[src/hdl/bpc_pkg.sv]
// Shared types, widths and fixed-point helpers for the backstepping position controller.
// Depends on nothing; every other file in hdl/ uses it.
package bpc_pkg;

  // Q(WORD_W-FRAC_W).FRAC_W data words
  localparam int WORD_W     = 32;
  localparam int FRAC_W     = 16;
  localparam int GAIN_A_W   = 32;   // alpha_one, alpha_two
  localparam int LIM_W      = 17;   // sat_limit
  localparam int OG_W       = 18;   // out_gain
  localparam int CTRL_W     = 18;   // control_out
  localparam int CFG_IDX_W  = 2;
  localparam int CFG_DATA_W = 32;

  localparam int SUM_W = WORD_W + 2;              // three-term sums
  localparam int MUL_W = GAIN_A_W + 1 + WORD_W;   // unsigned gain times signed word
  localparam int YP_W  = OG_W + CTRL_W;           // output gain product

  // pipeline depth of each section
  localparam int ERR_STAGES = 6;
  localparam int LAW_STAGES = 3;
  localparam int OUT_STAGES = 3;

  typedef logic signed [WORD_W-1:0] word_t;
  typedef logic signed [SUM_W-1:0]  sum_t;
  typedef logic signed [MUL_W-1:0]  prod_t;
  typedef logic signed [YP_W-1:0]   yprod_t;
  typedef logic signed [CTRL_W-1:0] ctrl_t;
  typedef logic [GAIN_A_W-1:0]      again_t;
  typedef logic [LIM_W-1:0]         lim_t;
  typedef logic signed [OG_W-1:0]   ogain_t;

  typedef enum logic [CFG_IDX_W-1:0] {
    REG_ALPHA_ONE,
    REG_ALPHA_TWO,
    REG_SAT_LIMIT,
    REG_OUT_GAIN
  } cfg_reg_t;

  typedef struct packed {
    again_t alpha_one;
    again_t alpha_two;
    lim_t   sat_limit;
    ogain_t out_gain;
  } cfg_t;

  // error section to law section
  typedef struct packed {
    word_t e1;
    word_t virt;
    word_t e2;
    word_t inner;
  } err_t;

  // law section to output section
  typedef struct packed {
    word_t e1;
    word_t virt;
    word_t e2;
    word_t u;
  } law_t;

  localparam word_t  WORD_MAX = {1'b0, {(WORD_W-1){1'b1}}};
  localparam word_t  WORD_MIN = {1'b1, {(WORD_W-1){1'b0}}};
  localparam ctrl_t  CTRL_MAX = {1'b0, {(CTRL_W-1){1'b1}}};
  localparam ctrl_t  CTRL_MIN = {1'b1, {(CTRL_W-1){1'b0}}};
  localparam prod_t  P_BIAS   = prod_t'({FRAC_W{1'b1}});
  localparam yprod_t Y_BIAS   = yprod_t'({FRAC_W{1'b1}});

  // saturate a widened sum to the word range
  function automatic word_t sat_word(input sum_t v);
    logic fits;
    fits = (&v[SUM_W-1:WORD_W-1]) || (~|v[SUM_W-1:WORD_W-1]);
    if (fits) return v[WORD_W-1:0];
    return v[SUM_W-1] ? WORD_MIN : WORD_MAX;
  endfunction

  // drop fraction bits toward zero, then saturate to the word range
  function automatic word_t qscale(input prod_t p);
    prod_t                    b;
    logic [MUL_W-FRAC_W-1:0]  q;
    b = p + (p[MUL_W-1] ? P_BIAS : '0);
    q = b[MUL_W-1:FRAC_W];
    if ((&q[MUL_W-FRAC_W-1:WORD_W-1]) || (~|q[MUL_W-FRAC_W-1:WORD_W-1]))
      return q[WORD_W-1:0];
    return p[MUL_W-1] ? WORD_MIN : WORD_MAX;
  endfunction

  // drop fraction bits toward zero, then saturate to the control range
  function automatic ctrl_t qscale_ctrl(input yprod_t p);
    yprod_t                  b;
    logic [YP_W-FRAC_W-1:0]  q;
    b = p + (p[YP_W-1] ? Y_BIAS : '0);
    q = b[YP_W-1:FRAC_W];
    if ((&q[YP_W-FRAC_W-1:CTRL_W-1]) || (~|q[YP_W-FRAC_W-1:CTRL_W-1]))
      return ctrl_t'(q[CTRL_W-1:0]);
    return p[YP_W-1] ? CTRL_MIN : CTRL_MAX;
  endfunction

endpackage

[src/hdl/bpc_out.sv]
// Output section: clamp, output gain product and final saturation, three register
// stages; the last stage is the result register. Depends on bpc_pkg.
module bpc_out (
  input  logic            clk,
  input  logic            rst_n,
  input  bpc_pkg::cfg_t   cfg,
  input  logic            up_valid,
  output logic            up_ready,
  input  bpc_pkg::law_t   up_data,
  output logic            out_valid,
  input  logic            out_ready,
  output bpc_pkg::ctrl_t  control_out,
  output bpc_pkg::word_t  pos_error,
  output bpc_pkg::word_t  virtual_vel,
  output bpc_pkg::word_t  vel_error
);
  import bpc_pkg::*;

  logic [OUT_STAGES-1:0] v_r;
  logic [OUT_STAGES-1:0] en;

  word_t  lim_w;
  word_t  u_in;
  ctrl_t  s10_uc_r, s10_uc_nxt;
  word_t  s10_e1_r, s10_virt_r, s10_e2_r;
  yprod_t s11_py_r, s11_py_nxt;
  word_t  s11_e1_r, s11_virt_r, s11_e2_r;
  ctrl_t  s12_y_r, s12_y_nxt;
  word_t  s12_e1_r, s12_virt_r, s12_e2_r;

  // stage enables
  always_comb begin
    en[OUT_STAGES-1] = !v_r[OUT_STAGES-1] || out_ready;
    for (int i = OUT_STAGES - 2; i >= 0; i--) begin
      en[i] = !v_r[i] || en[i+1];
    end
  end

  assign up_ready  = en[0];
  assign out_valid = v_r[OUT_STAGES-1];

  // advance valid bits
  always_ff @(posedge clk) begin
    if (!rst_n) begin
      v_r <= '0;
    end else begin
      if (en[0]) v_r[0] <= up_valid;
      for (int i = 1; i < OUT_STAGES; i++) begin
        if (en[i]) v_r[i] <= v_r[i-1];
      end
    end
  end

  // clamp to +/- sat_limit; the clamped value always fits the control width
  always_comb begin
    lim_w = word_t'(cfg.sat_limit);
    u_in  = $signed(up_data.u);
    priority if (u_in > lim_w) begin
      s10_uc_nxt = ctrl_t'(cfg.sat_limit);
    end else if (u_in < -lim_w) begin
      s10_uc_nxt = -ctrl_t'(cfg.sat_limit);
    end else begin
      s10_uc_nxt = ctrl_t'(u_in);
    end
    s11_py_nxt = s10_uc_r * $signed(cfg.out_gain);
    s12_y_nxt  = qscale_ctrl(s11_py_r);
  end

  // stage 10: clamp
  always_ff @(posedge clk) begin
    if (en[0]) begin
      s10_uc_r   <= s10_uc_nxt;
      s10_e1_r   <= up_data.e1;
      s10_virt_r <= up_data.virt;
      s10_e2_r   <= up_data.e2;
    end
  end

  // stage 11: output gain product
  always_ff @(posedge clk) begin
    if (en[1]) begin
      s11_py_r   <= s11_py_nxt;
      s11_e1_r   <= s10_e1_r;
      s11_virt_r <= s10_virt_r;
      s11_e2_r   <= s10_e2_r;
    end
  end

  // stage 12: scale, saturate and hold the result beat
  always_ff @(posedge clk) begin
    if (en[2]) begin
      s12_y_r    <= s12_y_nxt;
      s12_e1_r   <= s11_e1_r;
      s12_virt_r <= s11_virt_r;
      s12_e2_r   <= s11_e2_r;
    end
  end

  assign control_out = s12_y_r;
  assign pos_error   = s12_e1_r;
  assign virtual_vel = s12_virt_r;
  assign vel_error   = s12_e2_r;

`ifndef SYNTH
  // clamped value stays inside the symmetric limit
  a_clamp_bound: assert property (@(posedge clk) disable iff (!rst_n)
    v_r[0] |-> ($signed(s10_uc_r) <= $signed({1'b0, cfg.sat_limit}) &&
                $signed(s10_uc_r) >= -$signed({1'b0, cfg.sat_limit})))
    else $error("clamped control outside sat_limit");

  // a product waiting behind a stalled result is kept
  a_no_drop: assert property (@(posedge clk) disable iff (!rst_n)
    (v_r[1] && v_r[2] && !out_ready) |=> v_r[1])
    else $error("gain stage lost a beat while the result register was stalled");

  // zero output gain gives zero control
  a_zero_gain: assert property (@(posedge clk) disable iff (!rst_n)
    (v_r[2] && cfg.out_gain == '0) |-> s12_y_r == '0)
    else $error("nonzero control with zero output gain");
`endif

endmodule

[config.mk]
export PLATFORM = sky130hd
export DESIGN_NAME = bpc_out
export DESIGN_NICKNAME = d
export VERILOG_FILES = /design/src/hdl/bpc_pkg.sv /design/src/hdl/bpc_out.sv
export SDC_FILE = /design/constraint.sdc
export NUM_CORES = 1
export LEC_CHECK = 0
export BUFFER_PORTS_ARGS = -buffer_cell sky130_fd_sc_hd__buf_2
export CELL_PAD_IN_SITES_DETAIL_PLACEMENT = 1
export CELL_PAD_IN_SITES_GLOBAL_PLACEMENT = 1
export CORE_UTILIZATION = 47
export CTS_BUF_LIST = sky130_fd_sc_hd__clkbuf_8
export DETAILED_ROUTE_END_ITERATION = 10
export PLACE_DENSITY_LB_ADDON = 0.3
export SYNTH_ARGS = -nofsm -noshare
export SYNTH_HDL_FRONTEND = slang
export SYNTH_SLANG_ARGS = --single-unit
[constraint.sdc]
create_clock -name clk -period 8.4 [get_ports clk]
set_clock_uncertainty 0.1 [all_clocks]
set_input_delay 1.68 -clock clk [delete_from_list [all_inputs] [get_ports clk]]
set_output_delay 1.68 -clock clk [all_outputs]
set_load 0.01 [all_outputs]
==> impl_metrics.py <==
metrics = {
    "detailed_routing": {
        "dr_total_vias": 16500,
        "drc": 0,
        "antenna_left": 0,
        "detail_route.iter0.violations": 569,
        "via_per_inst": 5.17,
        "drt-wirelength-per-cell_um": 20.0,
        "drt_pass1_iterations": 5,
        "finalWirelength_mm": 63.8,
    },
    "clock_tree": {
        "cts_sinks": 363,
        "cts_root_buffer": "clkbuf_8",
        "cts_tree": "built",
        "ctsHoldBuffers": 0,
        "clkLatencyLatePin_ps": 680,
        "cts_buffer_depth": 3,
        "cts_inserted_buffers": 59,
        "clkTransAtPathRegs_ps": 60,
        "cts_resized": 0,
        "htreeDepth": 2,
        "post-cts-setup-buffers": 0,
    },
    "synthesis": {
        "syn-num-nets": 2854,
        "syn_area_per_cell_um2": 12.1,
        "seq_area_frac_synth_pct": 42.0,
        "ys_seq_elements": 363,
        "synth_edf_count": 360,
        "synth_cells": 2137,
        "synthArstFlopShare_pct": 0,
        "yosysWarnings": 0,
        "synth_top_area_share_pct": 41.8,
        "syn-cell-area_mm2": 0.0259,
        "synth_ff_type": "edfxtp_1",
        "ys_top_cells_by_area": "edfxtp_1 (42%), fa_1 (25%), ha_1 (7.6%)",
        "synthDistinctLibCells": 67,
        "synth_area_leader_cell": "edfxtp_1",
    },
    "sta": {
        "worstMarginPinSlew_ps": 1150,
        "fin_setup_tns_ps": 0,
        "final-setup-viol-count": 0,
        "fmax_ghz": 0.131,
        "rsz0062_at_grt": "false",
        "slew_headroom_pct": 23.5,
        "hold_viol_final": 0,
        "post-route-period-util_pct": 91.0,
        "post-route-min-period_ps": 7650,
        "finalMaxSlewViolations": 0,
    },
    "setup_path": {
        "critPathArrivalTime_ps": 8020,
        "worstPathRequired_ps": 8770,
        "rrSetupSlack_ps": 1190,
        "worstRegToRegCells": 22,
        "cp-end-kind": "flop",
        "startpoint_type": "input pin",
        "crit_path_max_fanout": 18,
        "r2r-start": "s10_uc_r[6]",
        "worstReg2RegEnd": "s11_py_r[35]",
        "worstSetupPathType": "input pin to flop",
    },
    "global_routing": {
        "met2_usage_pct": 46.4,
        "use_met3_pct": 3.82,
        "grt_max_degree": 81,
        "met1_usage_pct": 25.8,
        "grt_pass1_vias": 19500,
        "groute.usage.overall_pct": 23.9,
        "grt_antenna_before_repair": 8,
        "grt-busiest-layer": "met2",
        "grt-ovfl-total": 0,
        "grt_pass1_wl_mm": 103,
    },
    "layout": {
        "final_layout_size_suffix_gt1_share_pct": 16.1,
        "post-route-util_pct": 54.0,
        "final_common_cell": "inv_1",
        "fillers": 5684,
        "layout.nets": 3158,
        "syn2layout_area_growth_pct": 13.0,
        "layout.cells.non_filler": 3187,
        "layout_common_cells": "inv_1 (469), edfxtp_1 (360), fa_1 (329)",
        "fin_area_mm2": 0.0292,
    },
    "die": {
        "coreArea_mm2": 0.0541,
        "io_pins": 347,
        "die_y_um": 237,
        "dieArea_mm2": 0.0560,
        "dieWidth_um": 237,
        "initial_core_util_pct": 47.8,
        "core.rowCount": 85,
    },
    "hold_path": {
        "holdPathStages": 0,
        "hold_end": "s11_virt_r[1]",
        "hp-class": "flop to flop",
        "min-delay-start": "s10_virt_r[1]",
    },
    "run": {
        "maxCapViolations": 0,
    },
    "placed_design": {
        "globalplace.congestion": 0.830,
        "dp.final_hpwl_mm": 49.8,
        "dp_cells": 3076,
        "numPortBuffers": 282,
        "postPlaceCellArea_mm2": 0.0281,
    },
    "outcome": {
        "status": "complete, no violations",
    },
}
how the worst max path moves through the flow:
stage	slack [ps]	from	to
4_1_cts	780	cfg[4]	s11_py_r[35]
2_1_floorplan	720	cfg[0]	s11_py_r[35]
3_3_place_gp	190	cfg[4]	s11_py_r[35]
3_5_place_dp	100	cfg[4]	s11_py_r[35]
5_1_grt	390	cfg[4]	s11_py_r[35]
6_report	750	cfg[4]	s11_py_r[35]
flip-flops by register name (all words and copies together) (netlist names):
register and flops:
s11_virt_r 32, s11_e1_r 32, pos_error 32, virtual_vel 32
s11_py_r 36, s10_virt_r 32, control_out 18, v_r 3
s10_uc_r 18, vel_error 32, s11_e2_r 32, s10_e2_r 32
s10_e1_r 32
final cells by class:
| class | instances | area, um^2 | area share (%) |
|---|---|---|---|
| diodes | 2 | 5.00 | 0.0171 |
| clock buffers | 59 | 812 | 2.78 |
| clock inverters | 50 | 328 | 1.12 |
| inverters | 454 | 1710 | 5.84 |
| multi-input cells | 1262 | 13100 | 44.7 |
| flip-flops and latches | 363 | 10900 | 37.2 |
| well taps | 696 | 871 | 2.98 |
| repair buffers | 301 | 1550 | 5.32 |
cell families after synthesis:
family | share of synthesized area, %
adders and majority gates | 33.0
AOI/OAI and AO/OA | 4.95
muxes | 0.542
buffers and inverters | 7.52
xor gates and xnor gates | 2.20
DFF | 42.0
and+or+nand+nor | 9.73
worst max-delay path, cell delays in order:
cell and delay, ps:
buf_2 360, nand2_1 140, fa_1 530, fa_1 510, fa_1 510, inv_1 50
fa_1 510, fa_1 550, inv_1 50, fa_1 600, inv_1 60, ha_1 380
a21o_1 210, a21o_1 170, a21oi_1 130, o21ai_1 170, a2111oi_1 470, buf_4 190
o41a_1 230, o21ai_1 100, a21oi_1 180, xor2_1 210
routing by layer:
metal / part of all wire (%) / up-vias
met5: 0.15 / -
met4: 3.4 / 12
met3: 3.9 / 124
met2: 55 / 375
met1: 37 / 8484
li1: - / 7472
synth_stat cells, types with 5 or more instances:
cell type	number
nand2b_1	10
fa_1	329
nand2_1	190
and3_1	7
nor2b_1	12
mux2i_1	14
o21a_1	12
and2_1	152
xnor2_1	50
nor2_1	55
xor2_1	15
nand4_1	14
o211ai_1	7
nor3_1	15
edfxtp_1	360
or3_1	6
nand3_1	17
inv_1	452
o2bb2ai_1	11
a21oi_1	67
a21o_1	23
a31oi_1	5
o21ai_0	33
clkbuf_1	51
nor4_1	6
ha_1	157
per-stage QoR:
step	setup WS, ps	hold slack (ps)
3_5_place_dp	102	305
2_1_floorplan	724	300
4_1_cts	781	311
6_report	754	308
5_1_grt	386	317
3_3_place_gp	190	300
Power is left out: the tool's default activity adds up to more than one toggle a clock period on the data nets, which glitch-free logic cannot reach.
